$ cat src/hw/rtl/lkc_pkg.sv
package lkc_pkg;

	localparam int MAX_ENTRIES = 32;
	localparam int IDX_W       = $clog2(MAX_ENTRIES);
	localparam int CNT_W       = $clog2(MAX_ENTRIES + 1);
	localparam int KEY_W       = 64;
	localparam int SIZE_W      = 6;
	localparam int COST_W      = 3;
	localparam int TOTAL_W     = 32;

	localparam logic [SIZE_W-1:0]  SIZE_RESET = 6'd3;
	localparam logic [COST_W-1:0]  HIT_COST   = 3'd1;
	localparam logic [COST_W-1:0]  MISS_COST  = 3'd5;
	localparam logic [TOTAL_W-1:0] TOTAL_MAX  = '1;

	typedef enum logic [2:0] {
		ST_IDLE,
		ST_SCAN,
		ST_DECIDE,
		ST_UPDATE,
		ST_FINISH
	} state_t;

endpackage

$ cat src/hw/rtl/lkc_if.sv
interface lkc_key_if;
	logic                     valid;
	logic                     ready;
	logic [lkc_pkg::KEY_W-1:0] key;

	modport source (output valid, output key, input ready);
	modport sink   (input valid, input key, output ready);
endinterface

interface lkc_result_if;
	logic                        valid;
	logic                        ready;
	logic                        hit;
	logic [lkc_pkg::COST_W-1:0]  cost;
	logic [lkc_pkg::TOTAL_W-1:0] total_cost;

	modport source (output valid, output hit, output cost, output total_cost, input ready);
	modport sink   (input valid, input hit, input cost, input total_cost, output ready);
endinterface

$ cat src/hw/rtl/lru_key_cache_cost_top.sv
// Channel   Dir  Handshake      Payload
// key_ch    in   valid/ready    key[63:0]
// res_ch    out  valid/ready    hit, cost[2:0], total_cost[31:0]
// cfg       in   cfg_we         cfg_wdata[5:0] -> cache_size
//
// A request is accepted in idle, then scans the held entries (at most 32), decides,
// sweeps the entries again to update their ages, and finishes; with cache_size 0
// the age sweep is skipped. Scan and age sweep each read one entry a cycle.
// Reset empties the cache, clears the total, sets cache_size to 3; a size write
// empties the cache and keeps the total. key_ch.ready is high only in idle; a
// finished request stalls only while the output register holds a waiting result.
module lru_key_cache_cost_top (
	input  logic                         clk,
	input  logic                         arst_n,
	input  logic                         cfg_we,
	input  logic [lkc_pkg::SIZE_W-1:0]   cfg_wdata,
	lkc_key_if.sink                      key_ch,
	lkc_result_if.source                 res_ch
);

	// key store and recency ranks (0 = most recent)
	logic [lkc_pkg::KEY_W-1:0] key_mem [lkc_pkg::MAX_ENTRIES];
	logic [lkc_pkg::IDX_W-1:0] age_mem [lkc_pkg::MAX_ENTRIES];

	lkc_pkg::state_t state_q, state_d;

	logic [lkc_pkg::SIZE_W-1:0]  cache_size_q;
	logic [lkc_pkg::CNT_W-1:0]   held_q;
	logic [lkc_pkg::CNT_W-1:0]   idx_q;
	logic                        rd_vld_s1;
	logic [lkc_pkg::IDX_W-1:0]   rd_idx_s1;
	logic [lkc_pkg::KEY_W-1:0]   key_rd_s1;
	logic [lkc_pkg::IDX_W-1:0]   age_rd_s1;
	logic [lkc_pkg::TOTAL_W-1:0] total_q;

	logic                        hit_q;
	logic [lkc_pkg::KEY_W-1:0]   key_q;
	logic [lkc_pkg::IDX_W-1:0]   slot_q;
	logic [lkc_pkg::CNT_W-1:0]   old_q;
	logic [lkc_pkg::IDX_W-1:0]   victim_q;

	logic                        out_valid_q;
	logic                        out_hit_q;
	logic [lkc_pkg::COST_W-1:0]  out_cost_q;
	logic [lkc_pkg::TOTAL_W-1:0] out_total_q;

	// control strobes
	logic                        accept;
	logic                        rd_en;
	logic                        sweep_done;
	logic                        key_we;
	logic [lkc_pkg::IDX_W-1:0]   key_waddr;
	logic                        age_we;
	logic [lkc_pkg::IDX_W-1:0]   age_wdata;
	logic                        out_load;
	logic [lkc_pkg::CNT_W-1:0]   cap;
	logic                        has_room;
	logic [lkc_pkg::IDX_W-1:0]   held_last;
	logic [lkc_pkg::COST_W-1:0]  cost;
	logic [lkc_pkg::TOTAL_W:0]   sum;
	logic [lkc_pkg::TOTAL_W-1:0] total_next;

	// capacity saturates at the store depth
	assign cap = (cache_size_q > lkc_pkg::SIZE_W'(lkc_pkg::MAX_ENTRIES))
		? lkc_pkg::CNT_W'(lkc_pkg::MAX_ENTRIES)
		: lkc_pkg::CNT_W'(cache_size_q);
	assign has_room  = held_q < cap;
	assign held_last = held_q[lkc_pkg::IDX_W-1:0] - lkc_pkg::IDX_W'(1);

	assign cost       = hit_q ? lkc_pkg::HIT_COST : lkc_pkg::MISS_COST;
	assign sum        = {1'b0, total_q} + (lkc_pkg::TOTAL_W+1)'(cost);
	assign total_next = sum[lkc_pkg::TOTAL_W] ? lkc_pkg::TOTAL_MAX
		: sum[lkc_pkg::TOTAL_W-1:0];

	// entries younger than the promoted one age by one; the promoted one goes to 0
	assign age_wdata = (rd_idx_s1 == slot_q) ? '0
		: ((lkc_pkg::CNT_W'(age_rd_s1) < old_q) ? age_rd_s1 + lkc_pkg::IDX_W'(1)
		: age_rd_s1);

	assign key_waddr = has_room ? held_q[lkc_pkg::IDX_W-1:0] : victim_q;

	always_comb begin
		state_d    = state_q;
		accept     = 1'b0;
		rd_en      = 1'b0;
		key_we     = 1'b0;
		age_we     = 1'b0;
		out_load   = 1'b0;
		sweep_done = (idx_q >= held_q) && !rd_vld_s1;
		case (state_q)
			lkc_pkg::ST_IDLE: begin
				accept = key_ch.valid;
				if (key_ch.valid) begin
					state_d = lkc_pkg::ST_SCAN;
				end
			end
			lkc_pkg::ST_SCAN: begin
				rd_en = idx_q < held_q;
				if (sweep_done) begin
					state_d = lkc_pkg::ST_DECIDE;
				end
			end
			lkc_pkg::ST_DECIDE: begin
				if (!hit_q && cap == '0) begin
					state_d = lkc_pkg::ST_FINISH;
				end else begin
					key_we  = !hit_q;
					state_d = lkc_pkg::ST_UPDATE;
				end
			end
			lkc_pkg::ST_UPDATE: begin
				rd_en  = idx_q < held_q;
				age_we = rd_vld_s1;
				if (sweep_done) begin
					state_d = lkc_pkg::ST_FINISH;
				end
			end
			lkc_pkg::ST_FINISH: begin
				out_load = !out_valid_q || res_ch.ready;
				if (out_load) begin
					state_d = lkc_pkg::ST_IDLE;
				end
			end
			default: begin
				state_d = lkc_pkg::ST_IDLE;
			end
		endcase
	end

	assign key_ch.ready      = (state_q == lkc_pkg::ST_IDLE);
	assign res_ch.valid      = out_valid_q;
	assign res_ch.hit        = out_hit_q;
	assign res_ch.cost       = out_cost_q;
	assign res_ch.total_cost = out_total_q;

	always_ff @(posedge clk or negedge arst_n) begin
		if (!arst_n) begin
			state_q <= lkc_pkg::ST_IDLE;
		end else begin
			state_q <= state_d;
		end
	end

	// control registers
	always_ff @(posedge clk or negedge arst_n) begin
		if (!arst_n) begin
			cache_size_q <= lkc_pkg::SIZE_RESET;
			held_q       <= '0;
			idx_q        <= '0;
			rd_vld_s1    <= 1'b0;
			total_q      <= '0;
			hit_q        <= 1'b0;
			out_valid_q  <= 1'b0;
		end else begin
			if (cfg_we) begin
				cache_size_q <= cfg_wdata;
				held_q       <= '0;
			end
			rd_vld_s1 <= rd_en;
			if (rd_en) begin
				idx_q <= idx_q + lkc_pkg::CNT_W'(1);
			end
			if (accept) begin
				idx_q <= '0;
				hit_q <= 1'b0;
			end
			if (state_q == lkc_pkg::ST_SCAN && rd_vld_s1 && !hit_q && key_rd_s1 == key_q) begin
				hit_q <= 1'b1;
			end
			if (state_q == lkc_pkg::ST_DECIDE) begin
				idx_q <= '0;
				if (!hit_q && cap != '0 && has_room) begin
					held_q <= held_q + lkc_pkg::CNT_W'(1);
				end
			end
			if (out_load) begin
				out_valid_q <= 1'b1;
				total_q     <= total_next;
			end else if (res_ch.ready) begin
				out_valid_q <= 1'b0;
			end
		end
	end

	// request payload and scan results
	always_ff @(posedge clk) begin
		if (accept) begin
			key_q <= key_ch.key;
		end
		rd_idx_s1 <= idx_q[lkc_pkg::IDX_W-1:0];
		if (state_q == lkc_pkg::ST_SCAN && rd_vld_s1) begin
			if (!hit_q && key_rd_s1 == key_q) begin
				slot_q <= rd_idx_s1;
				old_q  <= lkc_pkg::CNT_W'(age_rd_s1);
			end
			if (age_rd_s1 == held_last) begin
				victim_q <= rd_idx_s1;
			end
		end
		if (state_q == lkc_pkg::ST_DECIDE && !hit_q) begin
			if (has_room) begin
				// new entry: every held entry ages
				slot_q <= held_q[lkc_pkg::IDX_W-1:0];
				old_q  <= held_q;
			end else begin
				slot_q <= victim_q;
				old_q  <= lkc_pkg::CNT_W'(held_last);
			end
		end
		if (out_load) begin
			out_hit_q   <= hit_q;
			out_cost_q  <= cost;
			out_total_q <= total_next;
		end
	end

	// memories: one read port (registered), one write port each
	always_ff @(posedge clk) begin
		if (key_we) begin
			key_mem[key_waddr] <= key_q;
		end
		if (rd_en) begin
			key_rd_s1 <= key_mem[idx_q[lkc_pkg::IDX_W-1:0]];
			age_rd_s1 <= age_mem[idx_q[lkc_pkg::IDX_W-1:0]];
		end
		if (age_we) begin
			age_mem[rd_idx_s1] <= age_wdata;
		end
	end

endmodule

$ cat src/flat_wrapper.sv
// flat-port wrapper written by rule: the top's interface ports become plain ports
module lru_key_cache_cost_top_flat 
  (clk, arst_n, cfg_we, cfg_wdata, key_ch_valid, key_ch_key, key_ch_ready, res_ch_valid, res_ch_hit, res_ch_cost, res_ch_total_cost, res_ch_ready);
  lkc_key_if key_ch_i ();
  lkc_result_if res_ch_i ();
  input  logic clk;
  input  logic arst_n;
  input  logic cfg_we;
  input  logic [lkc_pkg::SIZE_W-1:0] cfg_wdata;
  input wire logic [$bits(key_ch_i.valid)-1:0] key_ch_valid;
  input wire logic [$bits(key_ch_i.key)-1:0] key_ch_key;
  output wire logic [$bits(key_ch_i.ready)-1:0] key_ch_ready;
  output wire logic [$bits(res_ch_i.valid)-1:0] res_ch_valid;
  output wire logic [$bits(res_ch_i.hit)-1:0] res_ch_hit;
  output wire logic [$bits(res_ch_i.cost)-1:0] res_ch_cost;
  output wire logic [$bits(res_ch_i.total_cost)-1:0] res_ch_total_cost;
  input wire logic [$bits(res_ch_i.ready)-1:0] res_ch_ready;
  assign key_ch_i.valid = key_ch_valid;
  assign key_ch_i.key = key_ch_key;
  assign key_ch_ready = key_ch_i.ready;
  assign res_ch_valid = res_ch_i.valid;
  assign res_ch_hit = res_ch_i.hit;
  assign res_ch_cost = res_ch_i.cost;
  assign res_ch_total_cost = res_ch_i.total_cost;
  assign res_ch_i.ready = res_ch_ready;
  lru_key_cache_cost_top u_core (.clk(clk), .arst_n(arst_n), .cfg_we(cfg_we), .cfg_wdata(cfg_wdata), .key_ch(key_ch_i), .res_ch(res_ch_i));
endmodule
$ cat config.mk
export PLATFORM = sky130hd
export DESIGN_NAME = lru_key_cache_cost_top_flat
export DESIGN_NICKNAME = d
export VERILOG_FILES = /design/src/hw/rtl/lkc_pkg.sv /design/src/hw/rtl/lkc_if.sv /design/src/hw/rtl/lru_key_cache_cost_top.sv /design/src/flat_wrapper.sv
export SDC_FILE = /design/constraint.sdc
export NUM_CORES = 2
export LEC_CHECK = 0
export BUFFER_PORTS_ARGS = -buffer_cell sky130_fd_sc_hd__buf_4
export CAP_MARGIN = 20
export CORE_AREA = 2 2 448 539
export CTS_BUF_LIST = sky130_fd_sc_hd__clkbuf_4 sky130_fd_sc_hd__clkbuf_8
export DETAILED_ROUTE_END_ITERATION = 8
export DIE_AREA = 0 0 450 541
export PLACE_DENSITY = 0.54
export SLEW_MARGIN = 0
export SYNTH_ARGS = -nofsm -noshare
export SYNTH_HDL_FRONTEND = slang
export SYNTH_SLANG_ARGS = --single-unit
$ cat constraint.sdc
create_clock -name clk -period 10 [get_ports clk]
set_clock_uncertainty 0.2 [all_clocks]
set_input_delay 2 -clock clk [delete_from_list [all_inputs] [get_ports clk]]
set_output_delay 2 -clock clk [all_outputs]
set_load 0.005 [all_outputs]
==> results list <==
* RSZ-0062 raised after global routing: false
- The total count of hold-check failures in the final report was 0.
* Number of cell rows: around 200
- Each instance of the synthesized netlist takes up on average 23.2 sq um.
- In the synthesized netlist the dominant register cell turns out to be edfxtp_1.
* Max Root-Sink Buffers: 4
* Capture endpoint of the worst hold path: u_core.res_ch.hit
* Area share of the largest cell type after synthesis: between 70% and 80%
* Count of cell types in the netlist: 57
- Nature of the critical path endpoint: flop
- P&R area growth vs syn: 14.1%
* Worst max-slew margin expressed relative to the limit: between 20% and 30%
* Clock tree from TritonCTS: yes
* Launching point of the worst reg2reg path: u_core.state_q[2]
* Port-buffer cells: 110
* Minimum setup slack among reg-to-reg paths: approximately 4.8 ns
* Tightest Pin Transition: roughly 1.1 ns
- The number of nets in the synthesized netlist is between 4,000 and 5,000.
* Critical path's most frequent cell: buf_4
- At the later pin of the worst-skew pair, clock insertion delay measures just under 1 ns.
- Share of the yosys chip area belonging to registers: between 70 and 80%
* Wire length of the first global-routing pass: between 300,000 and 400,000 microns
* Min-Delay Path Class: flop to flop
- At the worst endpoint, the required time is about 10 ns.
- The cell area that synthesis handed to floorplanning was 94,700 sq um.
- Max H-tree Level: 5
- For this configuration, the core starts out at a cell density of between 30 and 40%.
- The worst path needs approximately 5.2 ns of the cycle, external delays included.
* Run status: finished clean
* Residual DRC: 0
- Dominant cell by count in the synthesized netlist: edfxtp_1
- Number of DRC markers in iteration 0: 5,090
* Peak supply drop: ~130 uV
* Post-synth ARST share: 2.28%
- Power spread over the standard cell area amounts to 237 nW/um^2.
- Global routing used 20.1% of the available tracks across all layers.
* Leading post-synthesis cells by instance count: 2,391 x edfxtp_1, 690 x mux4_2, 110 x clkbuf_1
- Number of sinks on the clock net: approximately 2,500
- Share of the cycle needed by the critical path after routing: 52.1%
* Final RePlAce weighted congestion: 0.809
* Number of antenna violations at the first check in global routing: 34
- The worst hold path begins at u_core.hit_q.
- Number of clock buffers inserted by TritonCTS: 391
- The worst hold path passes through 0 cells.
* Critical Path Slowest Stage Cell: o31ai_4
- Depth of the most critical reg-to-reg path: 8
* CP arrival: ~5.6 ns
* Buffer cell driving the clock tree root: clkbuf_8
- Based on the critical path, the design can be clocked at up to ~190 MHz.
- Once the clock tree was built, the setup fixing pass inserted 0 buffers.
* Post-DRT Antenna Nets: 0
- Via-to-Cell Ratio: between 5 and 6
- Dividing the detail-routed wire length by the instance count gives 30.8 microns.
* Max-slew violation count: 0
- The worst setup path is launched from a flop.
* WL final: roughly 250,000 microns
- Share of cells above drive strength 1: 35.3%
- The die covers ~240,000 sq um.
* Area of the core region: ~240,000 sq um
- Cell chain of the critical path: nor2_1, nand3_1, buf_4, a21oi_1, nand3_1, o31ai_4, buf_4, buf_4
- Yosys mapped a number of flops with a built-in enable equal to ~2,400.
* Pleak: approximately 33 nW
* Vertical extent of the die: between 500 and 600 microns
* Horizontal die dimension: about 450 microns
* Smallest hold slack: ~0.33 ns
* Final total negative setup slack: 0 ns
- After clock tree synthesis, the flow added hold-fix buffers numbering 0.
* Top post-synthesis cells by area: edfxtp_1 76%, mux4_2 16%, dfrtp_1 1.4%
- Library cell with the largest summed area after synthesis: edfxtp_1
* Detailed-placement wirelength estimate: 144,000 microns
- In the final design database the tool counted between 4,000 and 5,000 nets.
* Vias in the first global route: about 45,000
- In this run, post-CTS repair resized a total of 0 instances.
- Critical Path Fanout Max: 35
- Kind of critical path: flop to flop
- Synthesis handed over a netlist of approximately 4,100 instances.
- I/O Pins: roughly 110
- Across the run, the number of max-cap violations was 0.
- The endpoint identified for the worst register-to-register timing path is u_core.key_mem[29][19].
- Pin count of the biggest net entering global routing: roughly 130
- Summed over all layers, the global routing overflow is 0.
* Max stage delay on crit path: roughly 1.2 ns
- For this run, the number of Yosys warnings is 0.
- Flops & latches, synth: roughly 2,500
- Routed via count: between 40,000 and 50,000
- Clock-pin slew was measured on the worst setup and hold paths at approximately 0.070 ns.
- Finish-stage setup viols: 0
- Before antenna repair, the detailed router went through 5 iterations.
[worst max path at each step]
stage                                 start                endpoint  slack (ns)  depth (start not counted)
final                     u_core.state_q[2]  u_core.key_mem[29][19]        4.79                          8
after global routing      u_core.state_q[2]  u_core.key_mem[29][19]        4.51                          8
after CTS                 u_core.state_q[2]  u_core.key_mem[29][19]        4.77                          8
after detailed placement  u_core.state_q[2]  u_core.key_mem[29][59]        4.84                          8
after global placement    u_core.state_q[2]  u_core.key_mem[30][59]        4.83                          8
after floorplan            u_core.held_q[0]   u_core.key_mem[16][0]        2.84                          6
[routing by layer]
metal | up-vias | routed length, microns | global-route usage [%]
met1 | 24600 | 110000 | 30.1
met5 | - | 0 | 0
met4 | 0 | 4740 | 4.61
li1 | 18400 | - | -
met2 | 1687 | 116000 | 31.1
met3 | 308 | 16500 | 3.29
[cell usage in the layout (no fill, tap or decap), types with 9 or more instances in the layout]
cell type     n
clkbuf_8    407
nand2_1      88
edfxtp_1   2391
nand4_1      28
dfrtp_1      49
nand2b_1     14
o31ai_4      32
a21oi_1      36
nor3_1       17
xnor2_1      74
and3_1       11
mux2_2       85
xor2_1       27
a31oi_1      20
bufinv_16    14
clkbuf_4    128
clkinv_2     31
nand3_1      56
ha_1         21
inv_1        24
diode_2       9
clkinv_1    104
buf_4       272
nor4_1        9
o21ai_0      28
nor2_1       79
mux4_2      690
[stage by stage]
step                      instance area [sq um]  utilization, %  worst slack, ns  cells  power (mW)
final                                    108000            45.3             4.79   8049        25.6
after global routing                     108000            45.3             4.51   8044        26.5
after CTS                                108000            45.3             4.77   8040        25.9
after detailed placement                 100000            42.1             4.84   7341        17.4
after global placement                   100000            42.1             4.83   7339        17.3
after floorplan                           94700               -             2.84   4081        15.4
[final cells by class]
| cell class | count | area [sq um] |
|---|---|---|
| Fill cell | 20200 | 130000 |
| Sequential cell | 2452 | 73300 |
| Multi-Input combinational cell | 1395 | 20800 |
| Clock buffer | 535 | 6560 |
| Tap cell | 3184 | 3980 |
| Timing Repair Buffer | 282 | 2220 |
| Clock inverter | 164 | 1120 |
| Inverter | 28 | 108 |
| Antenna cell | 9 | 22.5 |
[logic make-up (layout without fill, tap and decap cells)]
| group | after synthesis | count (layout) | share of synthesized area, % |
|---|---|---|---|
| compound gates | 150 | 150 | 1.02 |
| simple gates | 343 | 343 | 1.76 |
| xor+xnor | 101 | 101 | 0.934 |
| mux | 778 | 778 | 17.4 |
| flops | 2452 | 2452 | 77.4 |
| other cells | 2 | 11 | 0.00793 |
| buf+inv | 234 | 1009 | 1.19 |
| fa+ha+maj | 21 | 21 | 0.277 |
[where the power goes]
| part | switching, mW | leakage [nW] | internal (mW) |
|---|---|---|---|
| combinational | 2.90 | 6.84 | 1.70 |
| clock | 3.94 | 4.05 | 4.61 |
| sequential | 0.209 | 22.4 | 12.3 |
[state kept, by name, summed over array words and instances, names as in the netlist, 32 cells and up]
register and cells:
u_core.age_mem 160, u_core.key_mem 2048, u_core.key_q 64, u_core.key_rd_s1 64
u_core.res_ch.total_cost 32, u_core.total_q 32
[worst max-delay path, delay by kind of cell, from the launching register on]
kind	cells	cell delay [ns]
simple gates	3	1.13
flops	1	0.52
compound gates	2	1.58
buf+inv	3	1.28
Power figures use the tool's default switching activity.
